File: src/rtl/core/i2ccds_pkg.sv
// Shared constants and the serial clock divider table for the divider search.
// No dependencies; used by i2ccds_divider and i2c_clock_divider_search.
package i2ccds_pkg;

  localparam int RATE_W    = 27;  // bus clock and achieved rate width
  localparam int REQ_W     = 24;  // requested rate width
  localparam int TDIV_W    = 12;  // table entries reach 3840
  localparam int DIVISOR_W = 14;  // table entry times multiplier (up to 4)
  localparam int STEPS     = RATE_W;
  localparam int CNT_W     = $clog2(STEPS);
  localparam int IDX_W     = 6;
  localparam int CODE_W    = 2;

  localparam logic [RATE_W-1:0]  BUS_CLOCK_RESET = 27'd24000000;
  localparam logic [IDX_W-1:0]   PASS1_FIRST = 6'd16;
  localparam logic [IDX_W-1:0]   PASS1_LAST  = 6'd63;
  localparam logic [IDX_W-1:0]   PASS2_FIRST = 6'd0;
  localparam logic [IDX_W-1:0]   PASS2_LAST  = 6'd14;
  localparam logic [CODE_W-1:0]  CODE_LAST   = 2'd2;

  function automatic logic [TDIV_W-1:0] scl_div(input logic [IDX_W-1:0] idx);
    logic [TDIV_W-1:0] d;
    unique case (idx)
      6'd0:  d = 12'd20;   6'd1:  d = 12'd22;   6'd2:  d = 12'd24;   6'd3:  d = 12'd26;
      6'd4:  d = 12'd28;   6'd5:  d = 12'd30;   6'd6:  d = 12'd34;   6'd7:  d = 12'd40;
      6'd8:  d = 12'd28;   6'd9:  d = 12'd32;   6'd10: d = 12'd36;   6'd11: d = 12'd40;
      6'd12: d = 12'd44;   6'd13: d = 12'd48;   6'd14: d = 12'd56;   6'd15: d = 12'd68;
      6'd16: d = 12'd48;   6'd17: d = 12'd56;   6'd18: d = 12'd64;   6'd19: d = 12'd72;
      6'd20: d = 12'd80;   6'd21: d = 12'd88;   6'd22: d = 12'd104;  6'd23: d = 12'd128;
      6'd24: d = 12'd80;   6'd25: d = 12'd96;   6'd26: d = 12'd112;  6'd27: d = 12'd128;
      6'd28: d = 12'd144;  6'd29: d = 12'd160;  6'd30: d = 12'd192;  6'd31: d = 12'd240;
      6'd32: d = 12'd160;  6'd33: d = 12'd192;  6'd34: d = 12'd224;  6'd35: d = 12'd256;
      6'd36: d = 12'd288;  6'd37: d = 12'd320;  6'd38: d = 12'd384;  6'd39: d = 12'd480;
      6'd40: d = 12'd320;  6'd41: d = 12'd384;  6'd42: d = 12'd448;  6'd43: d = 12'd512;
      6'd44: d = 12'd576;  6'd45: d = 12'd640;  6'd46: d = 12'd768;  6'd47: d = 12'd960;
      6'd48: d = 12'd640;  6'd49: d = 12'd768;  6'd50: d = 12'd896;  6'd51: d = 12'd1024;
      6'd52: d = 12'd1152; 6'd53: d = 12'd1280; 6'd54: d = 12'd1536; 6'd55: d = 12'd1920;
      6'd56: d = 12'd1280; 6'd57: d = 12'd1536; 6'd58: d = 12'd1792; 6'd59: d = 12'd2048;
      6'd60: d = 12'd2304; 6'd61: d = 12'd2560; 6'd62: d = 12'd3072; 6'd63: d = 12'd3840;
      default: d = 12'd20;
    endcase
    return d;
  endfunction

endpackage

File: src/rtl/core/i2ccds_divider.sv
// Restoring divider, one quotient bit per cycle, shared by every candidate.
// Depends on i2ccds_pkg for widths.
module i2ccds_divider import i2ccds_pkg::*; (
  input  logic                 clk,
  input  logic                 rst,
  input  logic                 start,
  input  logic [RATE_W-1:0]    dividend,
  input  logic [DIVISOR_W-1:0] divisor,
  output logic                 done,
  output logic [RATE_W-1:0]    quotient
);

  logic                 busy;
  logic [CNT_W-1:0]     cnt;
  logic [DIVISOR_W-1:0] rem;
  logic [DIVISOR_W-1:0] dsr;
  logic [RATE_W-1:0]    qsh;
  logic [DIVISOR_W:0]   trial;
  logic [DIVISOR_W:0]   diff;

  assign trial = {rem, qsh[RATE_W-1]};
  assign diff  = trial - {1'b0, dsr};

  always_ff @(posedge clk) begin
    if (rst) begin
      busy <= 1'b0;
      done <= 1'b0;
      cnt  <= '0;
    end else begin
      done <= 1'b0;
      if (start) begin
        busy <= 1'b1;
        cnt  <= CNT_W'(STEPS - 1);
      end else if (busy) begin
        if (cnt == '0) begin
          busy <= 1'b0;
          done <= 1'b1;
        end else begin
          cnt <= cnt - 1'b1;
        end
      end
    end
  end

  always_ff @(posedge clk) begin
    if (start) begin
      rem <= '0;
      dsr <= divisor;
      qsh <= dividend;
    end else if (busy) begin
      if (diff[DIVISOR_W]) begin
        rem <= trial[DIVISOR_W-1:0];
        qsh <= {qsh[RATE_W-2:0], 1'b0};
      end else begin
        rem <= diff[DIVISOR_W-1:0];
        qsh <= {qsh[RATE_W-2:0], 1'b1};
      end
    end
  end

  assign quotient = qsh;

endmodule

File: src/rtl/core/i2c_clock_divider_search.sv
// Serial clock divider search: walks the divider table through a shared divider.
// Each candidate is issued, run through 27 divide steps and evaluated; 144 candidates
// in pass one, 45 more when pass two runs, plus one check state per pass; a hit ends
// the pass early. One item at a time; busy is high meanwhile.
// done pulses one cycle with the result; a new start is taken in that same cycle.
// Synchronous reset returns to idle and sets bus_clock_hz to 24000000.
module i2c_clock_divider_search import i2ccds_pkg::*; (
  input  logic              clk,
  input  logic              rst,
  input  logic              start,
  output logic              busy,
  input  logic [REQ_W-1:0]  requested_rate,
  output logic              done,
  output logic              found,
  output logic [7:0]        divider_setting,
  output logic [RATE_W-1:0] achieved_rate,
  input  logic              psel,
  input  logic              penable,
  input  logic              pwrite,
  input  logic [2:0]        paddr,
  input  logic [31:0]       pwdata,
  output logic [31:0]       prdata,
  output logic              pready
);

  localparam logic [1:0] ST_IDLE  = 2'd0;
  localparam logic [1:0] ST_ISSUE = 2'd1;
  localparam logic [1:0] ST_WAIT  = 2'd2;
  localparam logic [1:0] ST_CHECK = 2'd3;

  logic [1:0]        state;
  logic [RATE_W-1:0] bus_clock_hz;
  logic [REQ_W-1:0]  req;
  logic              pass2;
  logic [CODE_W-1:0] code;
  logic [IDX_W-1:0]  idx;
  logic [RATE_W-1:0] best_rate;
  logic [CODE_W-1:0] best_code;
  logic [IDX_W-1:0]  best_idx;

  logic                 div_start;
  logic                 div_done;
  logic [RATE_W-1:0]    div_quot;
  logic [DIVISOR_W-1:0] divisor;
  logic [RATE_W-1:0]    req_ext;
  logic                 is_hit;
  logic                 is_better;
  logic                 idx_last;
  logic [31:0]          best_p1;
  logic [31:0]          lhs10;
  logic [31:0]          rhs9;
  logic                 need_pass2;

  // config port
  assign pready = 1'b1;
  assign prdata = (paddr[2] == 1'b0) ? {5'd0, bus_clock_hz} : 32'd0;

  always_ff @(posedge clk) begin
    if (rst) begin
      bus_clock_hz <= BUS_CLOCK_RESET;
    end else if (psel && penable && pwrite && pready && paddr[2] == 1'b0) begin
      bus_clock_hz <= pwdata[RATE_W-1:0];
    end
  end

  assign divisor   = DIVISOR_W'({2'b00, scl_div(idx)} << code);
  assign div_start = (state == ST_ISSUE);
  assign busy      = (state != ST_IDLE);

  i2ccds_divider u_div (
    .clk      (clk),
    .rst      (rst),
    .start    (div_start),
    .dividend (bus_clock_hz),
    .divisor  (divisor),
    .done     (div_done),
    .quotient (div_quot)
  );

  assign req_ext   = {3'd0, req};
  assign is_hit    = (div_quot == req_ext);
  assign is_better = (div_quot < req_ext) && (div_quot > best_rate);
  assign idx_last  = pass2 ? (idx == PASS2_LAST) : (idx == PASS1_LAST);

  // best < floor(req*9/10)  <=>  10*(best+1) <= 9*req
  assign best_p1    = {5'd0, best_rate} + 32'd1;
  assign lhs10      = (best_p1 << 3) + (best_p1 << 1);
  assign rhs9       = ({8'd0, req} << 3) + {8'd0, req};
  assign need_pass2 = !pass2 && (lhs10 <= rhs9);

  always_ff @(posedge clk) begin
    if (rst) begin
      state <= ST_IDLE;
      done  <= 1'b0;
    end else begin
      done <= 1'b0;
      unique case (state)
        ST_IDLE: begin
          if (start) begin
            state <= ST_ISSUE;
          end
        end
        ST_ISSUE: begin
          state <= ST_WAIT;
        end
        ST_WAIT: begin
          if (div_done) begin
            if (is_hit || (idx_last && code == CODE_LAST)) begin
              state <= ST_CHECK;
            end else begin
              state <= ST_ISSUE;
            end
          end
        end
        ST_CHECK: begin
          if (need_pass2) begin
            state <= ST_ISSUE;
          end else begin
            state <= ST_IDLE;
            done  <= 1'b1;
          end
        end
        default: state <= ST_IDLE;
      endcase
    end
  end

  // search registers
  always_ff @(posedge clk) begin
    unique case (state)
      ST_IDLE: begin
        if (start) begin
          req       <= requested_rate;
          pass2     <= 1'b0;
          code      <= '0;
          idx       <= PASS1_FIRST;
          best_rate <= '0;
          best_code <= '0;
          best_idx  <= '0;
        end
      end
      ST_WAIT: begin
        if (div_done) begin
          if (is_hit || is_better) begin
            best_rate <= div_quot;
            best_code <= code;
            best_idx  <= idx;
          end
          if (idx_last) begin
            code <= code + 1'b1;
            idx  <= pass2 ? PASS2_FIRST : PASS1_FIRST;
          end else begin
            idx <= idx + 1'b1;
          end
        end
      end
      ST_CHECK: begin
        if (need_pass2) begin
          pass2 <= 1'b1;
          code  <= '0;
          idx   <= PASS2_FIRST;
        end else begin
          found           <= (best_rate != '0);
          divider_setting <= (best_rate != '0) ? {best_code, best_idx} : 8'd0;
          achieved_rate   <= best_rate;
        end
      end
      default: ;
    endcase
  end

endmodule
File: config.mk
export PLATFORM = sky130hd
export DESIGN_NAME = i2c_clock_divider_search
export DESIGN_NICKNAME = d
export VERILOG_FILES = /design/src/rtl/core/i2ccds_pkg.sv /design/src/rtl/core/i2ccds_divider.sv /design/src/rtl/core/i2c_clock_divider_search.sv
export SDC_FILE = /design/constraint.sdc
export NUM_CORES = 1
export LEC_CHECK = 0
export BUFFER_PORTS_ARGS = -buffer_cell sky130_fd_sc_hd__buf_4
export CAP_MARGIN = 30
export CORE_AREA = 2 2 147 292
export DETAILED_ROUTE_END_ITERATION = 16
export DIE_AREA = 0 0 149 294
export GPL_TIMING_DRIVEN = 0
export RECOVER_POWER = 25
export SYNTH_ARGS = -nofsm -noshare
export SYNTH_HDL_FRONTEND = slang
export SYNTH_SLANG_ARGS = --single-unit
File: constraint.sdc
create_clock -name clk -period 12.5 [get_ports clk]
set_input_delay 1.25 -clock clk [delete_from_list [all_inputs] [get_ports clk]]
set_output_delay 1.25 -clock clk [all_outputs]
set_load 0.1 [all_outputs]
==> out/summary.md, run 1 <==
Run status
• status: completed

Global routing
• layer carrying the most global-route usage: met2
• via count of the first global-routing pass: 12330
• GR Layer Usage met2: 40.44%
• met3 capacity usage during global routing: 1.969%
• remaining global-route overflow: 0
• initial antenna violation count: 0
• largest net degree at the start of global routing: 26
• Overall Global Routing Usage: 19.75%
• wire length of the first global-routing pass: 66710 microns
• routing usage on met1: 17.86%

CTS
• Post-CTS Hold Fix Bufs: 0
• worst-skew pair later-pin latency: 0.51 ns
• TritonCTS buffer count: 21
• TritonCTS clock tree: yes
• cell at the root of the clock tree: clkbuf_16
• CTS sink cnt: 206
• Worst-path clk slew: 0.06 ns
• number of resized instances in the post-cts repair step: 0
• CTS H-Tree Depth: 1
• clock tree buffer depth: 3
• Post-CTS Setup Repair Bufs: 0

Layout
• fraction of layout instances using a drive strength above 1: 13.52%
• commonest non-fill, non-tap cell in the layout: nand2_1
• Final Non-Filler Cells: 2241
• Antenna Diode Count: 0
• most frequent cells in the layout: nand2_1, ha_1, edfxtp_1, a21oi_1, buf_4
• post-synthesis to final-layout area growth: 16.53%
• net total in the final layout: 1903

STA
• Period minus WS final: 9.607 ns
• Final Hold Vio Count: 0
• unrepaired setup endpoints after global routing: no
• Slew headroom: 26.12%
• clock skew after layout: 0.01361 ns
• peak clock frequency supported by timing: 104.1 MHz
• total negative setup slack: 0 ns
• final count of negative-setup-slack endpoints: 0
• part of the cycle the worst path needs: 76.86%
• actual slew at the worst max-slew pin: 1.098 ns
• worst-case hold slack: 0.4716 ns
• number of max-slew violations in the final report: 0

Drt
• final antenna-violating net count: 0
• count of unresolved DRC violations after routing: 0
• vias after detailed routing: 11760
• First DRT Iteration DRCs: 580
• number of iterations in the first detailed-routing pass: 6
• via/cell ratio: 5.248
• detail-routed net length per standard cell: 19.18 microns
• WL final: 42980 microns

Worst setup path
• cell mode on critical path: ha_1
• Critical Path AT: 10.01 ns
• kind of cell adding the most delay to the critical path: compound AO/OA/AOI/OAI gates
• Critical Path Start Type: register
• worst setup path category: reg -> reg
• critical path data required time: 12.90 ns
• Critical Path Max Stage Delay: 0.71 ns
• worst-path fanout max: 10
• kind of end point of the critical path: register
• slowest library cell on the worst path: nor4_1
• Worst Path Buf+Inv: 3

Yosys
• proportion of synthesized flip-flops having asynchronous set or reset: 0%
• main flop type after synthesis: edfxtp_1
• number of instances in the synthesized netlist: 1532
• share of the yosys chip area belonging to registers: 38.77%
• number of flops mapped to enable cells by yosys: 144
• Synth cell types: 93
• Yosys reg bits: 206
• synthesis warning total: 0
• Mapped Avg Cell Area: 9.369 sq um
• post-synthesis cell area: 14350 sq um

Die
• DIE HEIGHT: 294 microns
• starting density of the core: 34.47%
• row count: 106
• core outline area: 41640 sq um
• boundary pin count: 136
• total die area: 43810 sq um
• width of the chip: 149 microns

Pwr
• clock group share of total power: 20.9%
• Switching Share: 40.87%
• total leakage power: 7.089 nW
• logic gate share of total power: 47.2%
• sequential share of power: 31.9%
• worst IR drop on VDD: 0.09686 mV
• power spent charging and discharging nets: 0.001260 W
• PwrDens: 184.4 nW/um^2
• internal power component: 0.001824 W

Place
• RePlAce Congestion: 0.9243
• HPWL after detailed placement: 35230 microns
• Placed Cells: 2203
• Port Buf Inserts: 121

Run
• MaxCap Viol Count: 0

Worst hold path
• Hold Crit Class: reg -> reg

[area by class of cell]
class / instances / area [sq um]
fillers: 4220 / 24920
multi-input cells: 1156 / 8041
flip-flops and latches: 206 / 5565
repair buffers: 128 / 988.4
well taps: 540 / 675.6
clock buffers: 25 / 540.5
inverters: 111 / 416.7
plain buffers: 63 / 359.1
clock inverters: 12 / 138.9
[cell families (layout without fill, tap and decap cells)]
family,after synthesis,count (layout),share of synthesized area (%)
adder cells (fa/ha/maj),151,151,13.27
AND/OR/NAND/NOR,548,548,19.46
buffers and inverters,174,339,5.474
AO/OA/AOI/OAI,339,339,15.36
flip-flops,206,206,38.77
other,2,6,0.05232
multiplexers,29,29,2.545
XOR/XNOR,83,83,5.064
[power by group through the flow]
stage	registers (W)	logic (W)	clock network (W)
global route	0.000998	0.00163	0.000683
global placement	0.00100	0.00141	0
detailed placement	0.00100	0.00145	0
floorplan	0.000981	0.00106	0
CTS	0.000985	0.00146	0.000658
finish	0.000985	0.00146	0.000643
[cell usage after synthesis, types with 6 or more instances]
master,count,area share (%)
a31oi_1,6,0.26
xnor2_1,61,3.7
nand4_1,29,1.3
buf_4,11,0.58
xor2_1,22,1.3
and2_1,7,0.31
buf_6,9,0.71
inv_1,106,2.8
nor3_1,36,1.3
nand2b_1,12,0.52
mux2i_1,18,1.3
ha_1,149,13
nor2b_1,49,2.1
clkbuf_1,34,0.89
and3_1,40,1.7
edfxtp_1,144,30
nand3b_1,14,0.73
o21a_1,21,1.1
or2_2,6,0.26
nand3_1,27,0.94
a21oi_1,117,4.1
o211ai_1,8,0.42
o31ai_1,14,0.73
dfxtp_1,62,8.6
nand2_1,204,5.3
nor2_1,75,2.0
a211oi_1,10,0.52
o21ai_0,67,2.3
a21boi_0,10,0.52
o21bai_1,9,0.47
nor4_1,14,0.61
a21o_1,28,1.5
[flip-flops by register name, summed over array words and instances (netlist names), named ones only]
| name | flops |
|---|---|
| req | 24 |
| best_rate | 27 |
| done | 1 |
| u_div.quotient | 27 |
| bus_clock_hz | 27 |
| state | 2 |
| u_div.done | 1 |
| found | 1 |
| best_code | 2 |
| best_idx | 6 |
| code | 2 |
| u_div.dsr | 13 |
| divider_setting | 8 |
| idx | 6 |
| u_div.rem | 14 |
| u_div.cnt | 5 |
| pass2 | 1 |
| achieved_rate | 27 |
| u_div.busy | 1 |
[worst paths after layout]
kind	start	endpoint	slack [ns]	depth (start not counted)
setup / recovery	best_rate[0]$_SDFFCE_PN0P_	register	2.89	37
hold / removal	bus_clock_hz[3]$_SDFFE_PP0P_	bus_clock_hz[3]$_SDFFE_PP0P_	0.47	2
setup reg to reg	best_rate[0]$_SDFFCE_PN0P_	register	2.89	37
hold reg to reg	bus_clock_hz[3]$_SDFFE_PP0P_	bus_clock_hz[3]$_SDFFE_PP0P_	0.47	2
[stage by stage]
stage / total power (W) / util, % / instance area, sq um / worst slack [ns]
6_report: 0.003084 / 40.16 / 16730 / 2.893
5_1_grt: 0.003309 / 40.16 / 16730 / 2.381
4_1_cts: 0.003102 / 40.17 / 16730 / 2.983
3_5_place_dp: 0.002448 / 38.54 / 16050 / 3.024
3_3_place_gp: 0.002416 / 38.31 / 15950 / -0.2551
2_1_floorplan: 0.002046 / - / 14370 / 4.184
[worst register-to-register path: cells and delay by family (launching register included)]
kind                       cells  cell delay (ns)
AOI/OAI and AO/OA             17             3.92
xor gates and xnor gates       2             0.35
adders and majority gates      5             1.65
buffers and inverters          3             0.42
DFF                            1             0.50
muxes                          1             0.40
and+or+nand+nor                9             2.26
[routing by layer]
layer | vias up | share of wire (%)
met3 | 111 | 3.2
li1 | 5824 | -
met1 | 5572 | 32
met2 | 253 | 58
met4 | 0 | 6.7
met5 | - | 0
Note: power is estimated with default switching activity, not from simulation.
==> run 2: changes to the inputs <==
==> constraint.sdc (replaced) <==
create_clock -name clk -period 9.6 [get_ports clk]
set_input_delay 0.96 -clock clk [delete_from_list [all_inputs] [get_ports clk]]
set_output_delay 0.96 -clock clk [all_outputs]
set_load 0.1 [all_outputs]
==> run 2 against run 1 <==
  * Sequential power up 30%
  * Register-to-register slack worse by 2.3 ns
  * Clock-buffer cell count unchanged
  * Total power up 31%
  * Combinational power up 31%
  * First-iteration DRC count down 6.7%
  * Wire length up 0.16%
  * Setup slack worse by 2.3 ns
  * Via count up 0.30%
  * Largest cell class unchanged
  * Largest power group unchanged
==> out/summary.md, run 2 (synthesized netlist as in run 1, its figures left out) <==
Drt
• vias after detailed routing: 11800, +0.30%
• WL final: 43050 microns, +0.16%
• number of iterations in the first detailed-routing pass: 5, -1
• First DRT Iteration DRCs: 541, -6.7%
• final antenna-violating net count: 0, unchanged
• detail-routed net length per standard cell: 19.21 microns, +0.16%
• via/cell ratio: 5.263, +0.30%
• count of unresolved DRC violations after routing: 0, unchanged

Worst setup path
• startpoint of the worst-slack reg-to-reg timing path: best_rate[7]$_SDFFCE_PN0P_
• Critical Path Start Type: register
• number of cells on the worst reg-to-reg path: 36, -2.7%
• Critical Path Max Stage Delay: 0.58 ns, -0.13 ns
• worst-path fanout max: 10, unchanged
• kind of end point of the critical path: register
• cell mode on critical path: ha_1
• launch point of the worst path: best_rate[7]$_SDFFCE_PN0P_
• critical path data required time: 10.00 ns, -2.90 ns
• Critical Path AT: 9.40 ns, -0.61 ns
• reg2reg setup slack: 0.60 ns, -2.29 ns
• slowest library cell on the worst path: edfxtp_1
• worst setup path category: reg -> reg

STA
• Final Hold Vio Count: 0, unchanged
• part of the cycle the worst path needs: 93.76%, +17 points
• worst-case hold slack: 0.4727 ns, +0.001047 ns
• total negative setup slack: 0 ns, unchanged
• actual slew at the worst max-slew pin: 1.490 ns, +0.3916 ns
• unrepaired setup endpoints after global routing: no
• peak clock frequency supported by timing: 111.1 MHz, +6.7%
• Slew headroom: 0.6904%, -25 points
• number of max-slew violations in the final report: 0, unchanged
• clock skew after layout: 0.01517 ns, +0.001559 ns
• final count of negative-setup-slack endpoints: 0, unchanged
• Period minus WS final: 9.001 ns, -0.6065 ns

CTS
• number of resized instances in the post-cts repair step: 0, unchanged
• cell at the root of the clock tree: clkbuf_16
• clock tree buffer depth: 3, unchanged
• TritonCTS buffer count: 21, unchanged
• CTS H-Tree Depth: 1, unchanged
• Post-CTS Setup Repair Bufs: 0, unchanged
• worst-skew pair later-pin latency: 0.51 ns, about the same
• Post-CTS Hold Fix Bufs: 0, unchanged
• CTS sink cnt: 206, unchanged
• Worst-path clk slew: 0.07 ns, about the same
• TritonCTS clock tree: yes

Layout
• fraction of layout instances using a drive strength above 1: 13.64%, +0.12 points
• final std cell area, no fill: 16760 sq um, +0.19%
• Antenna Diode Count: 0, unchanged
• net total in the final layout: 1903, unchanged
• post-synthesis to final-layout area growth: 16.75%
• Final Util: 40.24%, +0.078 points
• commonest non-fill, non-tap cell in the layout: nand2_1
• Final Non-Filler Cells: 2241, unchanged
• most frequent cells in the layout: nand2_1, ha_1, edfxtp_1, a21oi_1, buf_4

Die
• row count: 106, unchanged
• DIE HEIGHT: 294 microns, unchanged
• boundary pin count: 136, unchanged
• core outline area: 41640 sq um, unchanged
• width of the chip: 149 microns, unchanged
• total die area: 43810 sq um, unchanged
• starting density of the core: 34.47%, unchanged

Global routing
• Overall Global Routing Usage: 19.75%, unchanged
• largest net degree at the start of global routing: 26, unchanged
• remaining global-route overflow: 0, unchanged
• via count of the first global-routing pass: 12330, unchanged
• initial antenna violation count: 0, unchanged
• wire length of the first global-routing pass: 66710 microns, unchanged

Pwr
• total leakage power: 7.106 nW, +0.23%
• PwrDens: 240.5 nW/um^2, +30%
• worst IR drop on VDD: 0.1264 mV, +30%

Worst hold path
• Hold Crit Class: reg -> reg

Place
• Port Buf Inserts: 121, unchanged
• Placed Cells: 2203, unchanged
• placed cell areas: 16050 sq um, unchanged
• HPWL after detailed placement: 35230 microns, unchanged
• RePlAce Congestion: 0.9243, unchanged

Run
• MaxCap Viol Count: 0, unchanged

Run status
• status: completed

run 2: metrics by stage:
stage          setup slack [ns]  power (W)
3_5_place_dp             0.1236   0.003188
5_1_grt                 0.04882   0.004324
2_1_floorplan             1.284   0.002665
6_report                 0.5992   0.004030
4_1_cts                 0.08299   0.004039
3_3_place_gp             -3.155   0.003145
run 2: cell type report:
cell class,count,area [sq um]
clock inverters,12,138.9
flip-flops and latches,206,5565
well taps,540,675.6
plain buffers,63,359.1
clock buffers,25,540.5
fillers,4214,24890
multi-input cells,1156,8074
repair buffers,128,988.4
inverters,111,416.7
run 2: where the power goes:
group / leakage [nW] / internal (W) / switching (W) / total (W)
logic: 4.90 / 0.000759 / 0.00115 / 0.00191
registers: 1.88 / 0.00114 / 0.000146 / 0.00128
clock network: 0.324 / 0.000483 / 0.000354 / 0.000838
total: 7.11 / 0.00238 / 0.00165 / 0.00403
run 2: critical path: cells and delay by family, from the launching register on:
family | cells | cell delay [ns]
multiplexers | 1 | 0.28
flip-flops | 1 | 0.58
AO/OA/AOI/OAI | 14 | 2.76
buffers and inverters | 3 | 0.67
adder cells (fa/ha/maj) | 3 | 0.99
XOR/XNOR | 2 | 0.32
AND/OR/NAND/NOR | 13 | 3.26
run 2: worst min path at each step:
stage | startpoint | endpoint | slack, ns | cells past startpoint
after detailed placement | bus_clock_hz[3]$_SDFFE_PP0P_ | bus_clock_hz[3]$_SDFFE_PP0P_ | 0.46 | 2
after global placement | bus_clock_hz[3]$_SDFFE_PP0P_ | bus_clock_hz[3]$_SDFFE_PP0P_ | 0.46 | 2
final | bus_clock_hz[3]$_SDFFE_PP0P_ | bus_clock_hz[3]$_SDFFE_PP0P_ | 0.47 | 2
after floorplan | best_rate[8]$_SDFFCE_PN0P_ | achieved_rate[8]$_DFFE_PP_ | 0.43 | 0
after global routing | bus_clock_hz[3]$_SDFFE_PP0P_ | bus_clock_hz[3]$_SDFFE_PP0P_ | 0.49 | 2
after CTS | bus_clock_hz[3]$_SDFFE_PP0P_ | bus_clock_hz[3]$_SDFFE_PP0P_ | 0.47 | 2
run 2: metal layers:
metal / routed length (microns) / track usage (%)
met1: 14000 / 17.86
met2: 24770 / 40.44
met3: 1322 / 1.969
met4: 2959 / 12.08
met5: 0 / 0
